[config.mk]
export PLATFORM = sky130hd
export DESIGN_NAME = pose_frame_parser
export DESIGN_NICKNAME = d
export VERILOG_FILES = /design/src/sv/pfp_pkg.sv /design/src/sv/pose_frame_parser.sv /design/src/sv/pfp_parser.sv /design/src/sv/pfp_decode.sv
export VERILOG_INCLUDE_DIRS = /design/src /design/src/sv
export SDC_FILE = /design/constraint.sdc
export NUM_CORES = 1
export LEC_CHECK = 0
export BUFFER_PORTS_ARGS = -buffer_cell sky130_fd_sc_hd__buf_2
export CELL_PAD_IN_SITES_DETAIL_PLACEMENT = 2
export CELL_PAD_IN_SITES_GLOBAL_PLACEMENT = 2
export CORE_MARGIN = 2
export CORE_UTILIZATION = 25
export DETAILED_ROUTE_END_ITERATION = 8
export PLACE_DENSITY = 0.6
export SETUP_SLACK_MARGIN = 0.02
export SYNTH_ARGS = -nofsm -noshare
export SYNTH_HDL_FRONTEND = slang
export SYNTH_SLANG_ARGS = --single-unit
export TNS_END_PERCENT = 10
[constraint.sdc]
create_clock -name clk_i -period 17.9 [get_ports clk_i]
set_input_delay 0.895 -clock clk_i [delete_from_list [all_inputs] [get_ports clk_i]]
set_output_delay 0.895 -clock clk_i [all_outputs]
set_load 0.005 [all_outputs]
[src/sv/pose_frame_parser_macros.svh]
// Assertion helpers for the pose frame parser.
`ifndef POSE_FRAME_PARSER_MACROS_SVH
`define POSE_FRAME_PARSER_MACROS_SVH

// Same-cycle implication, sampled on the rising clock edge outside reset.
`define PFP_ASSERT_IMP(lbl, ante, cons) \
  lbl: assert property (@(posedge clk_i) disable iff (!rst_ni) (ante) |-> (cons)) \
    else $error("pose_frame_parser: implication check failed");

// Next-cycle implication.
`define PFP_ASSERT_NEXT(lbl, ante, cons) \
  lbl: assert property (@(posedge clk_i) disable iff (!rst_ni) (ante) |=> (cons)) \
    else $error("pose_frame_parser: next-cycle check failed");

`endif

[src/sv/pfp_pkg.sv]
package pfp_pkg;

  localparam logic [7:0]  HDR_A     = 8'hAE;
  localparam logic [7:0]  HDR_B     = 8'hEA;
  localparam logic [7:0]  TAIL_A    = 8'hEF;
  localparam logic [7:0]  TAIL_B    = 8'hFE;
  localparam logic [15:0] WORD_BIAS = 16'd10000;

  localparam int unsigned NUM_WORDS   = 6;
  localparam int unsigned NUM_PAYLOAD = 2 * NUM_WORDS;
  localparam int unsigned STORE_DEPTH = NUM_PAYLOAD + 1;
  localparam int unsigned IDX_W       = $clog2(STORE_DEPTH);
  localparam int unsigned SUM_W       = 12;

  // Reciprocal of ten scaled by 2^19; exact for every 16-bit magnitude.
  localparam logic [15:0] RECIP_10    = 16'd52429;
  localparam int unsigned RECIP_SHIFT = 19;

  typedef enum logic [4:0] {
    ST_IDLE    = 5'b00001,
    ST_HDR_B   = 5'b00010,
    ST_PAYLOAD = 5'b00100,
    ST_TAIL_A  = 5'b01000,
    ST_TAIL_B  = 5'b10000
  } pfp_state_e;

  // One complete frame as handed from the parser to the decoder.
  typedef struct packed {
    logic [NUM_WORDS-1:0][15:0] words;
    logic [7:0]                 chk;
    logic [SUM_W-1:0]           sum;
  } frame_t;

  // Signed division by ten, truncated toward zero.
  function automatic logic signed [15:0] div10(input logic signed [15:0] v);
    logic        neg;
    logic [16:0] mag;
    logic [32:0] prod;
    logic [15:0] quo;
    neg  = v[15];
    mag  = neg ? (17'd0 - {v[15], v}) : {1'b0, v};
    prod = mag * {1'b0, RECIP_10};
    quo  = {2'b00, prod[RECIP_SHIFT+13:RECIP_SHIFT]};
    return neg ? $signed(16'd0 - quo) : $signed(quo);
  endfunction

endpackage

[src/sv/pose_frame_parser.sv]
// One received byte is taken per cycle; the input stalls only while a parsed frame and a
// result both wait downstream.
// After the final tail byte is transferred, the frame register and then the result register
// are loaded before the result is valid. Frames are at least 17 bytes apart.
// Reset (rst_ni low, asynchronous) returns the parser to idle, empties both stages and clears
// the running sum, the fresh and link flags and the update counter.
`include "pose_frame_parser_macros.svh"

module pose_frame_parser
  import pfp_pkg::*;
(
  input  logic               clk_i,
  input  logic               rst_ni,
  input  logic               in_valid_i,
  output logic               in_ready_o,
  input  logic [7:0]         rx_byte_i,
  output logic               out_valid_o,
  input  logic               out_ready_i,
  output logic               checksum_ok_o,
  output logic signed [15:0] pos_x_o,
  output logic signed [15:0] pos_y_o,
  output logic signed [15:0] pos_z_o,
  output logic signed [15:0] vel_x_o,
  output logic signed [15:0] vel_y_o,
  output logic signed [15:0] vel_z_o,
  output logic               fresh_o,
  output logic               link_up_o,
  output logic [15:0]        update_count_o
);

  logic   frm_valid;
  logic   frm_ready;
  frame_t frm;

  pfp_parser u_parser (
    .clk_i      (clk_i),
    .rst_ni     (rst_ni),
    .in_valid_i (in_valid_i),
    .in_ready_o (in_ready_o),
    .rx_byte_i  (rx_byte_i),
    .frm_valid_o(frm_valid),
    .frm_ready_i(frm_ready),
    .frm_o      (frm)
  );

  pfp_decode u_decode (
    .clk_i         (clk_i),
    .rst_ni        (rst_ni),
    .frm_valid_i   (frm_valid),
    .frm_ready_o   (frm_ready),
    .frm_i         (frm),
    .out_valid_o   (out_valid_o),
    .out_ready_i   (out_ready_i),
    .checksum_ok_o (checksum_ok_o),
    .pos_x_o       (pos_x_o),
    .pos_y_o       (pos_y_o),
    .pos_z_o       (pos_z_o),
    .vel_x_o       (vel_x_o),
    .vel_y_o       (vel_y_o),
    .vel_z_o       (vel_z_o),
    .fresh_o       (fresh_o),
    .link_up_o     (link_up_o),
    .update_count_o(update_count_o)
  );

  // The input may only stall behind a pending frame.
  `PFP_ASSERT_IMP(a_stall_needs_frame, !in_ready_o, frm_valid)
  // A frame handed to the decoder always shows up as a result.
  `PFP_ASSERT_NEXT(a_frame_gives_result, frm_valid && frm_ready, out_valid_o)
  // A changed payload sum can never leave the link down.
  `PFP_ASSERT_IMP(a_fresh_implies_link, out_valid_o && fresh_o, link_up_o)

endmodule

[src/sv/pfp_parser.sv]
module pfp_parser
  import pfp_pkg::*;
(
  input  logic       clk_i,
  input  logic       rst_ni,
  input  logic       in_valid_i,
  output logic       in_ready_o,
  input  logic [7:0] rx_byte_i,
  output logic       frm_valid_o,
  input  logic       frm_ready_i,
  output frame_t     frm_o
);

  pfp_state_e       state_q, state_d;
  logic [IDX_W-1:0] idx_q, idx_d;
  logic [SUM_W-1:0] sum_q, sum_d;
  logic [7:0]       store_q [STORE_DEPTH];
  logic             frm_valid_q;
  frame_t           frm_q;
  logic             accept;
  logic             store_we;
  logic             frame_done;

  // A new byte is refused only while a finished frame waits and cannot move on.
  assign in_ready_o = !frm_valid_q || frm_ready_i;
  assign accept     = in_valid_i && in_ready_o;

  always_comb begin
    state_d    = state_q;
    idx_d      = idx_q;
    sum_d      = sum_q;
    store_we   = 1'b0;
    frame_done = 1'b0;
    if (accept) begin
      case (state_q)
        ST_IDLE: begin
          state_d = (rx_byte_i == HDR_A) ? ST_HDR_B : ST_IDLE;
        end
        ST_HDR_B: begin
          if (rx_byte_i == HDR_B) begin
            state_d = ST_PAYLOAD;
            idx_d   = '0;
            sum_d   = '0;
          end else begin
            state_d = ST_IDLE;
          end
        end
        ST_PAYLOAD: begin
          store_we = 1'b1;
          if (idx_q == IDX_W'(NUM_PAYLOAD)) begin
            state_d = ST_TAIL_A;
          end else begin
            sum_d = sum_q + {{(SUM_W-8){1'b0}}, rx_byte_i};
            idx_d = idx_q + 1'b1;
          end
        end
        ST_TAIL_A: begin
          state_d = (rx_byte_i == TAIL_A) ? ST_TAIL_B : ST_IDLE;
        end
        ST_TAIL_B: begin
          state_d    = ST_IDLE;
          frame_done = (rx_byte_i == TAIL_B);
        end
        default: begin
          state_d = ST_IDLE;
        end
      endcase
    end
  end

  always_ff @(posedge clk_i or negedge rst_ni) begin
    if (!rst_ni) begin
      state_q     <= ST_IDLE;
      idx_q       <= '0;
      sum_q       <= '0;
      frm_valid_q <= 1'b0;
    end else begin
      state_q <= state_d;
      idx_q   <= idx_d;
      sum_q   <= sum_d;
      if (frame_done) begin
        frm_valid_q <= 1'b1;
      end else if (frm_ready_i) begin
        frm_valid_q <= 1'b0;
      end
    end
  end

  always_ff @(posedge clk_i) begin
    if (store_we) begin
      store_q[idx_q] <= rx_byte_i;
    end
  end

  // The payload is copied out so the next frame can be parsed while this one waits.
  always_ff @(posedge clk_i) begin
    if (frame_done) begin
      for (int w = 0; w < NUM_WORDS; w++) begin
        frm_q.words[w] <= {store_q[2*w], store_q[2*w+1]};
      end
      frm_q.chk <= store_q[NUM_PAYLOAD];
      frm_q.sum <= sum_q;
    end
  end

  assign frm_valid_o = frm_valid_q;
  assign frm_o       = frm_q;

endmodule

[src/sv/pfp_decode.sv]
module pfp_decode
  import pfp_pkg::*;
(
  input  logic               clk_i,
  input  logic               rst_ni,
  input  logic               frm_valid_i,
  output logic               frm_ready_o,
  input  frame_t             frm_i,
  output logic               out_valid_o,
  input  logic               out_ready_i,
  output logic               checksum_ok_o,
  output logic signed [15:0] pos_x_o,
  output logic signed [15:0] pos_y_o,
  output logic signed [15:0] pos_z_o,
  output logic signed [15:0] vel_x_o,
  output logic signed [15:0] vel_y_o,
  output logic signed [15:0] vel_z_o,
  output logic               fresh_o,
  output logic               link_up_o,
  output logic [15:0]        update_count_o
);

  logic signed [15:0] dec [NUM_WORDS];
  logic               ok;
  logic               load;
  logic [SUM_W-1:0]   cur_sum_q;
  logic               fresh_q, fresh_d;
  logic               link_q, link_d;
  logic [15:0]        cnt_q, cnt_d;
  logic               out_valid_q;

  always_comb begin
    for (int w = 0; w < NUM_WORDS; w++) begin
      dec[w] = $signed(frm_i.words[w] - WORD_BIAS);
    end
  end

  assign ok   = (frm_i.sum[7:0] == frm_i.chk);
  assign load = frm_valid_i && (!out_valid_q || out_ready_i);

  assign frm_ready_o = !out_valid_q || out_ready_i;

  // Flags and the counter only move on a good checksum.
  always_comb begin
    fresh_d = fresh_q;
    link_d  = link_q;
    cnt_d   = cnt_q;
    if (ok) begin
      fresh_d = (frm_i.sum != cur_sum_q);
      link_d  = !((frm_i.sum == '0) && (cur_sum_q == '0));
      cnt_d   = cnt_q + {15'd0, fresh_d};
    end
  end

  always_ff @(posedge clk_i or negedge rst_ni) begin
    if (!rst_ni) begin
      out_valid_q <= 1'b0;
      cur_sum_q   <= '0;
      fresh_q     <= 1'b0;
      link_q      <= 1'b0;
      cnt_q       <= '0;
    end else begin
      if (load) begin
        out_valid_q <= 1'b1;
        cur_sum_q   <= frm_i.sum;
        fresh_q     <= fresh_d;
        link_q      <= link_d;
        cnt_q       <= cnt_d;
      end else if (out_ready_i) begin
        out_valid_q <= 1'b0;
      end
    end
  end

  always_ff @(posedge clk_i) begin
    if (load) begin
      checksum_ok_o  <= ok;
      pos_x_o        <= dec[0];
      pos_y_o        <= dec[1];
      pos_z_o        <= dec[2];
      vel_x_o        <= ok ? div10(dec[5]) : dec[3];
      vel_y_o        <= ok ? div10(dec[4]) : dec[4];
      vel_z_o        <= ok ? div10(dec[3]) : dec[5];
      fresh_o        <= fresh_d;
      link_up_o      <= link_d;
      update_count_o <= cnt_d;
    end
  end

  assign out_valid_o = out_valid_q;

endmodule

==> results.sh <==
export IMPL_status="complete, no violations"
export IMPL_start_kind="flop"
export IMPL_via_per_inst=4.57
export IMPL_drt_iter0_drc=846
export IMPL_pwr_share_clk_pct=45.7
export IMPL_whs_ns=0.392
export IMPL_synthTopCellsByArea="edfxtp_1 31%, ha_1 16%, fa_1 16%, inv_1 5.9%, dfrtp_1 4.0%"
export IMPL_clockRootBuffer="clkbuf_16"
export IMPL_cts_max_path_buffers=3
export IMPL_max_freq_ghz=0.0958
export IMPL_grt_usage_pct=15.8
export IMPL_core_mm2=0.129
export IMPL_hold_depth=0
export IMPL_syn2layout_area_growth_pct=14.0
export IMPL_yosysTopAreaCell="edfxtp_1"
export IMPL_crit_reg2reg_launch="u_parser.frm_o[104]$_DFFE_PP_"
export IMPL_power_density_mw_per_mm2=59.8
export IMPL_leakage_nw=16.5
export IMPL_cts_buffers=49
export IMPL_relSlewSlack_pct=25.7
export IMPL_min_period_ns=10.43
export IMPL_rsz0062_at_grt="no"
export IMPL_r2r_end="u_decode.vel_x_o[12]$_DFFE_PP_"
export IMPL_fin_nets=3834
export IMPL_maxCapViolations=0
export IMPL_combPwrFrac_pct=10.2
export IMPL_critPathKind="flop to flop"
export IMPL_cts_sinks=388
export IMPL_cts_tree="done"
export IMPL_dieArea_mm2=0.133
export IMPL_ys_flop_type="edfxtp_1"
export IMPL_hold_end="u_parser.frm_o[99]$_DFFE_PP_"
export IMPL_internal_power_mw=1.63
export IMPL_clkSlewWorstSetupHoldPaths_ns=0.06
export IMPL_synth_edf_count=335
export IMPL_fillers=14200
export IMPL_tns_ns=0
export IMPL_holdCritPathClass="flop to flop"
export IMPL_netlist_instances=2962
export IMPL_avgSynthCellArea_um2=11.0
export IMPL_seq_power_share_pct=44.1
export IMPL_dp_cells=4829
export IMPL_hold_viol=0
export IMPL_grt_max_degree=89
export IMPL_drt_pass1_iter_count=5
export IMPL_swShare_pct=26.4
export IMPL_cpMostUsedCell="inv_1"
export IMPL_syn_area_mm2=0.0325
export IMPL_drv_slew=0
export IMPL_tightest_slew_ns=1.11
export IMPL_portBuffers=128
export IMPL_die_w_um=364
export IMPL_r2r_slack_ns=7.47
export IMPL_overflow=0
export IMPL_critPathArrivalTime_ns=10.77
export IMPL_yosys_warnings=0
export IMPL_cp_max_fo=9
export IMPL_cpMaxStageDelayCell="nor4b_2"
export IMPL_postCtsHoldBufs=0
export IMPL_dr_total_vias=22500
export IMPL_synth_seq_cells=388
export IMPL_fin_util_pct=28.7
export IMPL_start_util_pct=25.1
export IMPL_htree_levels=2
export IMPL_max_stage_delay_ns=0.92
export IMPL_drive_above_1_share_pct=8.74
export IMPL_clock_skew_ns=0.0533
export IMPL_ctsResizeCount=0
export IMPL_post_drt_wl_per_cell_um=20.9
export IMPL_io_pins=129
export IMPL_ys_seq_area_share_pct=35.1
export IMPL_die_h_um=364
export IMPL_netlist_area_leader_share_pct=31.0
export IMPL_min_from="u_parser.store_q[8][7]$_DFFE_PP_"
export IMPL_ir_drop_mv=0.0665
export IMPL_fin_cells=4923
export IMPL_cts_setup_buffers=0
export IMPL_wl_mm=103
export IMPL_final_setup_viol_count=0
export IMPL_ys_top_cells_by_count="510 x inv_1, 422 x ha_1, 335 x edfxtp_1"
export IMPL_antenna_found_initial=4
export IMPL_p_switching_uw=584
export IMPL_antenna_left=0
export IMPL_async_flop_share_pct=13.7
export IMPL_grt_first_pass_wirelength_mm=158
export IMPL_synthMostInstantiatedCell="inv_1"
export IMPL_synth_lib_cells_used_distinct=87
export IMPL_dpl_hpwl_mm=83.7
export IMPL_drc=0
export IMPL_rows=132
export IMPL_insertion_delay_ns=0.66
export IMPL_critical_path_endpoint_type="flop"
export IMPL_timing_final_crit_share_pct=58.3
export IMPL_grt_pass1_vias=25400
export IMPL_worstPathRequired_ns=18.24
export IMPL_routabilityCongestion=0.830
export IMPL_rr_worst_depth=33
power groups by stage:
stage / logic [mW] / registers [mW] / clock network [mW]
2_1_floorplan: 0.155 / 0.994 / 0
3_3_place_gp: 0.225 / 0.994 / 0
3_5_place_dp: 0.228 / 0.994 / 0
4_1_cts: 0.229 / 0.975 / 1.05
5_1_grt: 0.256 / 0.975 / 1.08
6_report: 0.226 / 0.975 / 1.01
metal layers:
| metal | track usage (%) | vias up | wire length (µm) |
|---|---|---|---|
| li1 | - | 10500 | - |
| met1 | 21.0 | 11600 | 47700 |
| met5 | 0 | - | 12 |
| met2 | 27.4 | 266 | 50300 |
| met3 | 1.88 | 102 | 2760 |
| met4 | 3.52 | 2 | 2040 |
state kept, by name (all words and copies together) (netlist names), 4 cells and up:
name,count
u_parser.state_q,5
u_decode.pos_y_o,16
u_parser.frm_o,116
u_parser.sum_q,12
u_decode.pos_z_o,16
u_decode.vel_y_o,16
u_decode.vel_x_o,16
u_decode.cur_sum_q,12
u_parser.idx_q,4
u_decode.update_count_o,16
u_decode.vel_z_o,16
u_parser.store_q,104
u_decode.pos_x_o,16
u_decode.cnt_q,16
critical path: cells and delay by family (launching register included):
family	cells	cell delay, ns
adders and majority gates	8	3.12
and+or+nand+nor	9	2.95
xor gates and xnor gates	4	1.75
AOI/OAI and AO/OA	6	1.11
DFF	1	0.72
buffers and inverters	5	0.37
muxes	1	0.12
cells in the final DEF, fill, tap and decap left out, types with 19 or more instances in the layout:
master / count
buf_4: 21
nand4_1: 28
dfrtp_1: 52
nand3_1: 43
ha_1: 422
buf_2: 128
o21ai_0: 69
clkbuf_16: 49
or3_1: 21
xnor2_1: 108
nor4_1: 21
inv_1: 508
a211oi_1: 21
a21o_1: 44
xor2_1: 115
nor3_1: 55
nand2_1: 212
conb_1: 24
a21oi_1: 95
and2_1: 34
o31ai_1: 32
edfxtp_1: 335
nor2_1: 133
fa_1: 262
mux2i_1: 19
o211ai_1: 19
how the worst max path moves through the flow:
| stage | start | to |
|---|---|---|
| after floorplan | rx_byte_i[1] | u_parser.frm_o[0]$_DFFE_PP_ |
| after global placement | u_parser.frm_o[74]$_DFFE_PP_ | u_decode.vel_z_o[9]$_DFFE_PP_ |
| after detailed placement | u_parser.frm_o[104]$_DFFE_PP_ | u_decode.vel_x_o[12]$_DFFE_PP_ |
| after CTS | u_parser.frm_o[104]$_DFFE_PP_ | u_decode.vel_x_o[12]$_DFFE_PP_ |
| after global routing | u_parser.frm_o[104]$_DFFE_PP_ | u_decode.vel_x_o[12]$_DFFE_PP_ |
| final | u_parser.frm_o[104]$_DFFE_PP_ | u_decode.vel_x_o[12]$_DFFE_PP_ |
cell type report:
| type | instances | area [µm²] | share of cell area (%) |
|---|---|---|---|
| antenna | 2 | 5.00 | 0.0135 |
| clock inverter | 35 | 362 | 0.977 |
| multi-input combinational | 2040 | 19100 | 51.5 |
| timing repair buffer | 149 | 798 | 2.16 |
| sequential | 388 | 11400 | 30.8 |
| tap | 1742 | 2180 | 5.89 |
| inverter | 510 | 1920 | 5.18 |
| clock buffer | 57 | 1300 | 3.50 |
cell families after synthesis:
group | after synthesis | synth area share [%]
mux | 21 | 0.667
compound gates | 432 | 9.25
simple gates | 655 | 10.1
other cells | 2 | 0.0231
xor+xnor | 224 | 6.07
flops | 388 | 35.1
fa+ha+maj | 684 | 32.4
buf+inv | 556 | 6.43
metrics by stage:
step | instance area (µm²) | power, mW | setup slack [ns]
final | 37000 | 2.21 | 7.47
after CTS | 37000 | 2.26 | 7.52
after floorplan | 32500 | 1.15 | 7.75
after global placement | 35400 | 1.22 | 7.90
after global routing | 37000 | 2.31 | 6.82
after detailed placement | 35400 | 1.22 | 7.56
Power figures use the tool's default switching activity.
